File: src/hw/rtl/uftc_pkg.sv
// ----------------------------------------------------------------------------
// uftc_pkg
// Shared types and constants for the union-find tree check block.
// ----------------------------------------------------------------------------
package uftc_pkg;

    localparam int NODE_COUNT = 1024;
    localparam int NODE_W     = $clog2(NODE_COUNT);
    localparam int RANK_W     = 4;
    localparam logic [RANK_W-1:0] RANK_MAX  = 4'd15;
    localparam logic [RANK_W-1:0] RANK_INIT = 4'd1;

    typedef logic [NODE_W-1:0] node_t;

    typedef enum logic [4:0] {
        ST_CLEAR,
        ST_IDLE,
        ST_EDGE,
        ST_FIND_RD,
        ST_FIND_WT,
        ST_FIND_CHK,
        ST_COMP_RD,
        ST_COMP_WT,
        ST_COMP_CHK,
        ST_NEXT_END,
        ST_JOIN_RD,
        ST_JOIN_WT,
        ST_JOIN_WR,
        ST_SCAN_RD,
        ST_SCAN_WT,
        ST_SCAN_CHK,
        ST_RESULT
    } state_t;

    // datapath commands
    typedef struct packed {
        logic clear_step;   // write reset values at sweep counter
        logic load_edge;    // latch operands, update bounds and edge flag
        logic sel_b;        // operate on second endpoint
        logic start_find;   // top = start node, mark it seen
        logic rd_top;       // read parent[top]
        logic adv_top;      // top = parent data
        logic start_comp;   // walk = start node
        logic rd_walk;      // read parent[walk]
        logic comp_step;    // parent[walk] = top, walk = old parent
        logic save_root;    // store root of current endpoint
        logic rd_ranks;     // read ranks of both roots
        logic do_join;      // write join result
        logic start_scan;   // scan index = lowest
        logic rd_scan;      // read parent and seen at scan index
        logic scan_step;    // count root, advance
        logic finish;       // compute result word
        logic start_clear;  // sweep counter = 0
    } cmd_t;

    typedef struct packed {
        logic clear_done;
        logic top_is_root;
        logic walk_is_root;
        logic roots_equal;
        logic cycle;
        logic any_edge;
        logic scan_done;
    } stat_t;

endpackage

File: src/hw/rtl/uftc_ctrl.sv
// ----------------------------------------------------------------------------
// uftc_ctrl
// Sequencer for edge processing, end-of-case scan and store clearing.
// ----------------------------------------------------------------------------
module uftc_ctrl
(
    input  logic              clk,
    input  logic              rst_n,
    input  logic              in_valid,
    input  logic              in_cmd,
    output logic              in_ready,
    output logic              res_load,
    input  logic              out_busy,
    input  uftc_pkg::stat_t   stat,
    output uftc_pkg::cmd_t    cmd
);

    uftc_pkg::state_t state_reg, state_next;
    logic second_reg, second_next;

    always_ff @(posedge clk or negedge rst_n)
    begin
        if (!rst_n)
        begin
            state_reg  <= uftc_pkg::ST_CLEAR;
            second_reg <= 1'b0;
        end
        else
        begin
            state_reg  <= state_next;
            second_reg <= second_next;
        end
    end

    always_comb
    begin
        state_next  = state_reg;
        second_next = second_reg;
        unique case (state_reg)
            uftc_pkg::ST_CLEAR:
                if (stat.clear_done) state_next = uftc_pkg::ST_IDLE;
            uftc_pkg::ST_IDLE:
                if (in_valid)
                begin
                    if (in_cmd)
                    begin
                        if (!stat.any_edge || stat.cycle)
                            state_next = uftc_pkg::ST_RESULT;
                        else
                            state_next = uftc_pkg::ST_SCAN_RD;
                    end
                    else if (!stat.cycle)
                    begin
                        state_next  = uftc_pkg::ST_FIND_RD;
                        second_next = 1'b0;
                    end
                end
            uftc_pkg::ST_EDGE:
                state_next = uftc_pkg::ST_FIND_RD;
            uftc_pkg::ST_FIND_RD:  state_next = uftc_pkg::ST_FIND_WT;
            uftc_pkg::ST_FIND_WT:  state_next = uftc_pkg::ST_FIND_CHK;
            uftc_pkg::ST_FIND_CHK:
                state_next = stat.top_is_root ? uftc_pkg::ST_COMP_RD
                                              : uftc_pkg::ST_FIND_RD;
            uftc_pkg::ST_COMP_RD:  state_next = uftc_pkg::ST_COMP_WT;
            uftc_pkg::ST_COMP_WT:  state_next = uftc_pkg::ST_COMP_CHK;
            uftc_pkg::ST_COMP_CHK:
                state_next = stat.walk_is_root ? uftc_pkg::ST_NEXT_END
                                               : uftc_pkg::ST_COMP_RD;
            uftc_pkg::ST_NEXT_END:
                if (!second_reg)
                begin
                    second_next = 1'b1;
                    state_next  = uftc_pkg::ST_EDGE;
                end
                else if (stat.roots_equal)
                    state_next = uftc_pkg::ST_IDLE;
                else
                    state_next = uftc_pkg::ST_JOIN_RD;
            uftc_pkg::ST_JOIN_RD:  state_next = uftc_pkg::ST_JOIN_WT;
            uftc_pkg::ST_JOIN_WT:  state_next = uftc_pkg::ST_JOIN_WR;
            uftc_pkg::ST_JOIN_WR:  state_next = uftc_pkg::ST_IDLE;
            uftc_pkg::ST_SCAN_RD:  state_next = uftc_pkg::ST_SCAN_WT;
            uftc_pkg::ST_SCAN_WT:  state_next = uftc_pkg::ST_SCAN_CHK;
            uftc_pkg::ST_SCAN_CHK:
                state_next = stat.scan_done ? uftc_pkg::ST_RESULT
                                            : uftc_pkg::ST_SCAN_RD;
            uftc_pkg::ST_RESULT:
                if (!out_busy) state_next = uftc_pkg::ST_CLEAR;
            default: state_next = uftc_pkg::ST_CLEAR;
        endcase
    end

    always_comb
    begin
        cmd      = '0;
        in_ready = 1'b0;
        res_load = 1'b0;
        cmd.sel_b = second_reg;
        unique case (state_reg)
            uftc_pkg::ST_CLEAR: cmd.clear_step = 1'b1;
            uftc_pkg::ST_IDLE:
            begin
                in_ready = 1'b1;
                if (in_valid && !in_cmd && !stat.cycle)
                begin
                    cmd.load_edge  = 1'b1;
                    cmd.start_find = 1'b1;
                    cmd.sel_b      = 1'b0;
                end
                if (in_valid && in_cmd) cmd.start_scan = 1'b1;
            end
            uftc_pkg::ST_EDGE:     cmd.start_find = 1'b1;
            uftc_pkg::ST_FIND_RD:  cmd.rd_top = 1'b1;
            uftc_pkg::ST_FIND_CHK:
            begin
                if (stat.top_is_root) cmd.start_comp = 1'b1;
                else cmd.adv_top = 1'b1;
            end
            uftc_pkg::ST_COMP_RD:  cmd.rd_walk = 1'b1;
            uftc_pkg::ST_COMP_CHK:
            begin
                if (stat.walk_is_root) cmd.save_root = 1'b1;
                else cmd.comp_step = 1'b1;
            end
            uftc_pkg::ST_NEXT_END: ;
            uftc_pkg::ST_JOIN_RD:  cmd.rd_ranks = 1'b1;
            uftc_pkg::ST_JOIN_WR:  cmd.do_join = 1'b1;
            uftc_pkg::ST_SCAN_RD:  cmd.rd_scan = 1'b1;
            uftc_pkg::ST_SCAN_CHK: cmd.scan_step = 1'b1;
            uftc_pkg::ST_RESULT:
                if (!out_busy)
                begin
                    cmd.finish      = 1'b1;
                    cmd.start_clear = 1'b1;
                    res_load        = 1'b1;
                end
            default: ;
        endcase
    end

endmodule

File: config.mk
export PLATFORM = sky130hd
export DESIGN_NAME = uftc_ctrl
export DESIGN_NICKNAME = d
export VERILOG_FILES = /design/src/hw/rtl/uftc_pkg.sv /design/src/hw/rtl/uftc_ctrl.sv
export SDC_FILE = /design/constraint.sdc
export NUM_CORES = 1
export LEC_CHECK = 0
export ABC_AREA = 0
export BUFFER_PORTS_ARGS = -buffer_cell sky130_fd_sc_hd__buf_2
export CORE_MARGIN = 3
export CORE_UTILIZATION = 25
export CTS_BUF_LIST = sky130_fd_sc_hd__clkbuf_16
export DETAILED_ROUTE_END_ITERATION = 7
export PLACE_DENSITY = 0.48
export SLEW_MARGIN = 0
export SYNTH_ARGS = -nofsm -noshare
export SYNTH_HDL_FRONTEND = slang
export SYNTH_SLANG_ARGS = --single-unit
File: constraint.sdc
create_clock -name clk -period 3.85 [get_ports clk]
set_input_delay 0.385 -clock clk [delete_from_list [all_inputs] [get_ports clk]]
set_output_delay 0.385 -clock clk [all_outputs]
set_load 0.01 [all_outputs]
==> impl_metrics.ini, run 1 <==
[timing]
rsz0062_at_grt = false
finalSetupTns_ns = 0
holdWs_ns = 0.424
drv_slew = 0
setup_violations = 0
fin_crit_ns = 2.13
fmax_ghz = 0.469
tightest_slew_ns = 0.466
slew_headroom_pct = 68.9
hold_violations = 0
final.period_utilization_pct = 55.4
clock_skew_ns = 0.00142

[yosys]
synth_edf_count = 0
ys_warn_count = 0
synth_top_family_by_area = simple AND/OR/NAND/NOR gates
synth-simple-area-share_pct = 44.4
synth-compound-area-share_pct = 21.0
seq_area_frac_synth_pct = 23.6
synthesis.nets = 104
synthXorXnorAreaFrac_pct = 0
netlist_instances = 92
syn_area_um2 = 637
synth_seq_cells = 6
synth-main-ff-cell = dfrtp_1
synthDistinctLibCells = 34
synthArstFlopShare_pct = 100
synthAdderAreaFrac_pct = 0
avgSynthCellArea_um2 = 6.92
synthMuxAreaShare_pct = 0

[grt]
overflow = 0
antenna_found_initial = 0
grt_pass1_wl_um = 3150
grt_pass1_vias = 668
globalRouteTotalUtil_pct = 12.4
grt_max_degree = 17

[die]
rows = 17
start_util_pct = 27.5
io_pins = 31
die_y_um = 56.5
core_um2 = 2320
die_area_um2 = 3190
die_w_um = 56.5

[routing]
drc = 0
vias = 747
routed_wl_um = 1960
vias_per_cell = 5.12
drtIter0Drc = 25
ant_nets = 0
wire_per_inst_um = 13.4
dr.pass1.iters = 5

[clocking]
cts_tree = done
post_cts_buffers = 0
cts-buffers-inserted = 3
cts_root_buf = clkbuf_16
ctsHoldBuffers = 1
h-tree-depth = 1
ctsLongestPathBuffers = 2
clkLatencyLatePin_ns = 0.23
clkTransAtPathRegs_ns = 0.03
cts.repair.resized = 0
cts_sinks = 6

[critical_path]
crit_type = reg2out
path_max_fanout = 14
slowest_delay_ns = 0.53
start_kind = flop
cp_data_arrival_time_ns = 1.75
cp_num_buf_inv = 1
critPathTopFamily = simple AND/OR/NAND/NOR gates
cp-end-kind = primary output
critPathSlowestCell = or3_1
crit_chain = or3_1 > nor2_2 > and3_1 > buf_2
worstPathRequired_ns = 3.46

[outcome]
status = finished, final reports clean

[layout]
fillers = 260
synthToLayoutAreaGrowth_pct = 34.4
antennaDiodeCount = 0
nNetsFinal = 132
largest_reg_flops = 5
drive_gt1_share_pct = 31.4

[min_path]
hold_path_class = in2reg

[power_and_ir_drop]
p_per_area_nw_per_um2 = 759
ir_worst_vdd_v = 0.000381
leakage_nw = 0.425

[place]
portBuffers = 30
gp_congestion = 0.804
hpwlAfterDp_um = 1510

[flow_run]
max_cap_viol_count = 0
[worst reg2reg max path: stages (launching register included)]
cell and delay, ns:
dfrtp_1 0.51, or3_1 0.54, a211o_1 0.34, nand2b_2 0.11
o22ai_1 0.08
[per-stage QoR]
step	power, mW	worst slack (ns)	instance area [um2]	instances	utilization, %
5_1_grt	0.696	1.64	856	146	36.9
6_report	0.650	1.72	856	146	36.9
3_5_place_dp	0.484	1.97	771	142	33.2
4_1_cts	0.655	1.73	856	146	36.9
2_1_floorplan	0.404	2.08	637	92	-
3_3_place_gp	0.486	2.02	771	142	33.2
[cells by family (layout without fill, tap and decap cells)]
| kind of cell | Yosys count | in the layout |
|---|---|---|
| compound gates | 19 | 19 |
| flops | 6 | 6 |
| buf+inv | 13 | 39 |
| simple gates | 54 | 54 |
[per-layer routing]
layer | GRT usage (%) | wire length (um) | up-vias
met2 | 18.3 | 941 | 29
met4 | 2.03 | 0 | 0
met1 | 17.2 | 870 | 339
met3 | 4.83 | 144 | 0
met5 | 0 | 0 | -
li1 | - | - | 379
[placed cells by master, fill, tap and decap left out, types with 3 or more instances in the layout]
master and count:
a21oi_1 3, a31oi_1 4, buf_2 30, clkbuf_16 3, dfrtp_1 6, inv_1 5
nand2_1 7, nand2b_1 5, nand3_1 3, nand4_1 3, nor2_1 15, nor3_1 8
[area by class of cell]
class	instances	area (um2)	share of cell area [%]
Multi-Input combinational cell	73	417	48.7
Timing Repair Buffer	31	160	18.7
Sequential cell	6	150	17.5
Clock buffer	3	75.1	8.77
Tap cell	28	35.0	4.09
Inverter	5	18.8	2.19
[synth_stat cells, types with 2 or more instances]
cell type  number  share of area (%)
nand4_1         3                2.9
a21oi_1         3                2.4
a31oi_1         4                3.9
nand2_1         7                4.1
dfrtp_1         6                 24
nand3b_1        2                2.4
o32ai_1         2                2.8
nor2_1         15                8.8
buf_2           5                3.9
inv_1           5                2.9
nor3_1          8                6.3
nand2b_1        5                4.9
nor2b_1         2                2.0
a21o_1          2                2.4
nand3_1         3                2.4
buf_4           2                2.4
[where the power goes]
part	switching, mW	total [mW]	internal [mW]
Clock	0.0314	0.164	0.133
Sequential	0.0739	0.162	0.0883
Combinational	0.185	0.323	0.138
[final timing paths]
path	slack (ns)	start	endpoint	cells past startpoint
max	1.72	state_reg[2]$_DFFE_PN0P_	cmd[4]	4
min reg2reg	0.62	second_reg$_DFFE_PN0P_	state_reg[3]$_DFFE_PN0P_	2
max reg2reg	2.14	state_reg[2]$_DFFE_PN0P_	state_reg[4]$_DFFE_PN0P_	4
max in group asynchronous	3.19	rst_n	state_reg[0]$_DFFE_PN0P_	2
min in group asynchronous	0.51	rst_n	state_reg[3]$_DFFE_PN0P_	2
min	0.42	out_busy	state_reg[4]$_DFFE_PN0P_	3
No activity file was read; power rests on OpenSTA's default activity.
==> run 2, diff against run 1 <==
--- a/config.mk
+++ b/config.mk
@@ -11,7 +11,7 @@
 export CORE_UTILIZATION = 25
 export CTS_BUF_LIST = sky130_fd_sc_hd__clkbuf_16
 export DETAILED_ROUTE_END_ITERATION = 7
-export PLACE_DENSITY = 0.48
+export PLACE_DENSITY = 0.49
 export SLEW_MARGIN = 0
 export SYNTH_ARGS = -nofsm -noshare
 export SYNTH_HDL_FRONTEND = slang
==> constraint.sdc (replaced) <==
create_clock -name clk -period 1.9 [get_ports clk]
set_input_delay 0.19 -clock clk [delete_from_list [all_inputs] [get_ports clk]]
set_output_delay 0.19 -clock clk [all_outputs]
set_load 0.01 [all_outputs]
==> run 2 against run 1 <==
Compared with the run above: final area increased by 3.4%; via count grew 4.3%; cell count is 2.1% higher; wire length is 0.77% higher; largest cell class unchanged.
==> impl_metrics.ini, run 2 (synthesis gave the netlist of run 1 again) <==
[place]
gp_congestion = 0.860
place_area_um2 = 793
hpwlAfterDp_um = 1600
portBuffers = 30
placed_cells = 145

[die]
die_area_um2 = 3190
io_pins = 31
die_y_um = 56.5
start_util_pct = 27.5
rows = 17
core_um2 = 2320
die_w_um = 56.5

[timing]
drv_slew = 0
hold_violations = 0
rsz0062_at_grt = false
fin_crit_ns = 1.80
finalSetupTns_ns = 0
tightest_slew_ns = 0.380
clock_skew_ns = 0.00500
slew_headroom_pct = 74.7
setup_violations = 0
fmax_ghz = 0.554
final.period_utilization_pct = 95.0

[grt]
overflow = 0
grt_pass1_vias = 702
grt_pass1_wl_um = 3170
antenna_found_initial = 0
grt_max_degree = 15
globalRouteTotalUtil_pct = 12.8

[critical_path]
cp_num_buf_inv = 1
cp-end-kind = primary output
path_max_fanout = 10
worstPathRequired_ns = 1.71
critPathTopFamily = simple AND/OR/NAND/NOR gates
worstReg2RegStart = state_reg[4]$_DFFE_PN0P_
slowest_delay_ns = 0.47
ff2ff_path_depth = 4
r2r_setup_slack_ns = 0.33
crit_type = reg2out
cp_data_arrival_time_ns = 1.61
crit_chain = or3_4 > nor2_2 > and3_1 > buf_2
critPathSlowestCell = dfrtp_1
r2r-end = state_reg[4]$_DFFE_PN0P_
start_kind = flop

[layout]
fillers = 252
post-route-util_pct = 38.2
final_cell_mix = buf_2 (30), nor2_1 (15), nor3_1 (8)
largest_reg_flops = 5
stdcell_area_um2 = 885
drive_gt1_share_pct = 34.7
antennaDiodeCount = 0
layout_commonest_cell = buf_2
nNetsFinal = 135
synthToLayoutAreaGrowth_pct = 38.9
instances_no_fill = 149

[routing]
wire_per_inst_um = 13.2
drtIter0Drc = 44
routed_wl_um = 1970
vias_per_cell = 5.23
dr.pass1.iters = 4
ant_nets = 0
drc = 0
vias = 779

[power_and_ir_drop]
leakage_nw = 0.439
seqPwrFrac_pct = 22.7
ir_worst_vdd_v = 0.000495
clockPowerShare_pct = 24.8
power.switching_mw = 0.596
p_int_mw = 0.773
p_per_area_nw_per_um2 = 1550
swShare_pct = 43.5
power_frac_comb_pct = 52.5
total_power_mw = 1.37

[min_path]
hold_start = out_busy
hold_path_depth = 3
hold_path_class = in2reg
hold_path_end = state_reg[4]$_DFFE_PN0P_

[clocking]
cts_sinks = 6
ctsLongestPathBuffers = 2
cts-buffers-inserted = 3
h-tree-depth = 1
cts_tree = done
post_cts_buffers = 0
clkTransAtPathRegs_ns = 0.04
clkLatencyLatePin_ns = 0.23
cts_root_buf = clkbuf_16

[flow_run]
max_cap_viol_count = 0

[outcome]
status = finished, final reports clean
[run 2: worst min-delay path, delay by kind of cell]
kind                   cells  cell delay, ns
buffers and inverters      2            0.15
AOI/OAI and AO/OA          1            0.08
[run 2: timing repair]
action	in CTS	in global routing
hold endpoints to repair	6	0
pin swaps	0	0
resized for setup	1	1
setup endpoints to repair	1	3
hold buffers	1	0
[run 2: layout make-up]
class                      instances  area, um2  area share, %
clock buffer                       3       75.1           8.49
timing repair buffer              34        183           20.7
tap                               28       35.0           3.96
inverter                           5       18.8           2.12
multi-input combinational         73        422           47.7
sequential                         6        151           17.1
[run 2: routing by layer]
layer  vias to the layer above  part of all wire (%)  GRT usage, %
li1                        385                     -             -
met3                         6                   7.7          2.76
met4                         0                   2.9          8.81
met2                        34                    46          18.8
met1                       354                    43          16.5
met5                         -                     0             0
[run 2: metrics by stage]
| step | hold slack [ns] | setup slack, ns |
|---|---|---|
| after CTS | 0.253 | 0.0493 |
| after global placement | 0.0229 | 0.256 |
| after detailed placement | 0.0188 | 0.236 |
| after floorplan | -0.106 | 0.326 |
| final | 0.247 | 0.0955 |
| after global routing | 0.246 | 0.0227 |
[run 2: power groups by stage]
stage / combinational, mW / sequential, mW / clock [mW]
2_1_floorplan: 0.598 / 0.220 / 0
3_3_place_gp: 0.709 / 0.308 / 0
3_5_place_dp: 0.698 / 0.303 / 0
4_1_cts: 0.717 / 0.304 / 0.340
5_1_grt: 0.792 / 0.328 / 0.353
6_report: 0.719 / 0.311 / 0.340
[run 2: worst max-delay path by stage]
stage,to,cells past startpoint,startpoint,slack (ns)
2_1_floorplan,cmd[4],5,state_reg[4]$_DFFE_PN0P_,0.33
3_3_place_gp,cmd[4],4,state_reg[2]$_DFFE_PN0P_,0.26
3_5_place_dp,cmd[4],4,state_reg[2]$_DFFE_PN0P_,0.24
4_1_cts,cmd[10],3,state_reg[2]$_DFFE_PN0P_,0.05
5_1_grt,cmd[10],3,state_reg[4]$_DFFE_PN0P_,0.02
6_report,cmd[4],4,state_reg[4]$_DFFE_PN0P_,0.1
==> run 3, diff against run 2 <==
==> constraint.sdc (replaced) <==
create_clock -name clk -period 1.6 [get_ports clk]
set_input_delay 0.16 -clock clk [delete_from_list [all_inputs] [get_ports clk]]
set_output_delay 0.16 -clock clk [all_outputs]
set_load 0.01 [all_outputs]
==> run 3 against run 2 <==
Compared with the run above: the flow now finishes with violations (negative setup slack); clock power rose by 16%; via count grew 8.5%; core utilization increased by 5.9 points; setup slack worse by 0.16 ns; sequential cell count stayed put; final area rose by 15%; clock-buffer cell count unchanged; sequential power about the same; die area stayed put; first-iteration DRC count fell by 64%; critical path type unchanged.
==> impl_metrics.ini, run 3 (synthesis gave the netlist of run 1 again) <==
[layout]
stdcell_area_um2 = 1020
instances_no_fill = 161
layout_commonest_cell = buf_2
antennaDiodeCount = 0
synthToLayoutAreaGrowth_pct = 60.3
post-route-util_pct = 44.0
final_cell_mix = buf_2 (30), buf_4 (15), nor2_1 (11)
nNetsFinal = 147
drive_gt1_share_pct = 49.6
largest_reg_flops = 5

[grt]
grt_max_degree = 11
globalRouteTotalUtil_pct = 13.8
overflow = 0
grt_pass1_wl_um = 3470
grt_pass1_vias = 734
antenna_found_initial = 0

[place]
placed_cells = 152
pre_cts_slack_ns = 0.0437
gp_congestion = 0.896
portBuffers = 30
place_area_um2 = 846
hpwlAfterDp_um = 1730

[timing]
final.period_utilization_pct = 104
setup_violations = 3
fin_crit_ns = 1.67
finalSetupTns_ns = -0.116
clock_skew_ns = 0.000244
hold_violations = 0
tightest_slew_ns = 0.312
slew_headroom_pct = 79.1
worst_slack_ns = -0.0664
holdWs_ns = 0.220
fmax_ghz = 0.600
rsz0062_at_grt = true
drv_slew = 0

[clocking]
cts-buffers-inserted = 3
cts_root_buf = clkbuf_16
h-tree-depth = 1
ctsLongestPathBuffers = 2
clkTransAtPathRegs_ns = 0.03
cts_sinks = 6
cts_tree = done
clkLatencyLatePin_ns = 0.22

[routing]
drtIter0Drc = 16
dr.pass1.iters = 4
wire_per_inst_um = 13.7
vias_per_cell = 5.25
wl_met2_um = 1030
routed_wl_um = 2210
ant_nets = 0
wl_met1_um = 1020
top_layer_used = met4
wl_met3_um = 118
vias = 845
drc = 0

[critical_path]
r2r-end = state_reg[4]$_DFFE_PN0P_
crit_type = reg2out
cp_num_buf_inv = 1
start_kind = flop
slowest_delay_ns = 0.46
crit_chain = or3_4 > nor2_4 > and3_1 > buf_2
r2r_setup_slack_ns = 0.10
cp-end-kind = primary output
critPathSlowestCell = or3_4
cp_data_arrival_time_ns = 1.51
path_max_fanout = 6
ff2ff_path_depth = 4
critPathTopFamily = simple AND/OR/NAND/NOR gates
worstReg2RegStart = state_reg[2]$_DFFE_PN0P_
worstPathRequired_ns = 1.44

[power_and_ir_drop]
ir_worst_vdd_v = 0.000954
total_power_mw = 1.90
leakage_nw = 0.506
p_per_area_nw_per_um2 = 1860

[min_path]
hold_start = out_busy
hold_path_depth = 3
hold_path_class = in2reg
hold_path_end = state_reg[4]$_DFFE_PN0P_

[die]
die_w_um = 56.5
core_um2 = 2320
io_pins = 31
die_area_um2 = 3190
rows = 17
die_y_um = 56.5
start_util_pct = 27.5

[flow_run]
max_cap_viol_count = 0

[outcome]
status = complete, but fails checks
violations = negative setup slack
==> run 3: metal layers <==
layer / track usage, % / up-vias
li1: - / 412
met1: 18.6 / 398
met2: 21.0 / 28
met3: 3.68 / 7
met4: 4.75 / 0
met5: 0 / -
==> run 3: worst max path at each step <==
stage	start	to	slack, ns	cells past startpoint
floorplan	state_reg[4]$_DFFE_PN0P_	state_reg[4]$_DFFE_PN0P_	0.05	6
detailed placement	state_reg[4]$_DFFE_PN0P_	state_reg[4]$_DFFE_PN0P_	0.04	4
global placement	state_reg[4]$_DFFE_PN0P_	state_reg[4]$_DFFE_PN0P_	0.08	4
CTS	state_reg[4]$_DFFE_PN0P_	cmd[4]	-0.05	4
global route	state_reg[1]$_DFFE_PN0P_	cmd[13]	-0.13	5
finish	state_reg[2]$_DFFE_PN0P_	cmd[4]	-0.07	4
==> run 3: worst min-delay path, cell delays in order <==
cell,delay (ns)
buf_2,0.11
inv_1,0.05
o22ai_1,0.08
==> run 3: layout make-up <==
class,count,area (um2)
clock buffer,3,75.1
fill,233,1300
inverter,5,18.8
multi-input combinational,73,465
sequential,6,154
tap,28,35.0
timing repair buffer,46,273
==> run 3: what timing repair did <==
item | CTS | global route
setup buffers | 0 | 5
pin swaps | 0 | 4
endpoints found under the hold margin | 6 | 0
gates resized for setup | 7 | 9
hold buffers | 1 | 0
setup endpoints to repair | 13 | 14
==> run 3: report_power, final <==
group	switching, mW	internal [mW]
clock	0.0758	0.320
combinational	0.648	0.551
sequential	0.0877	0.220
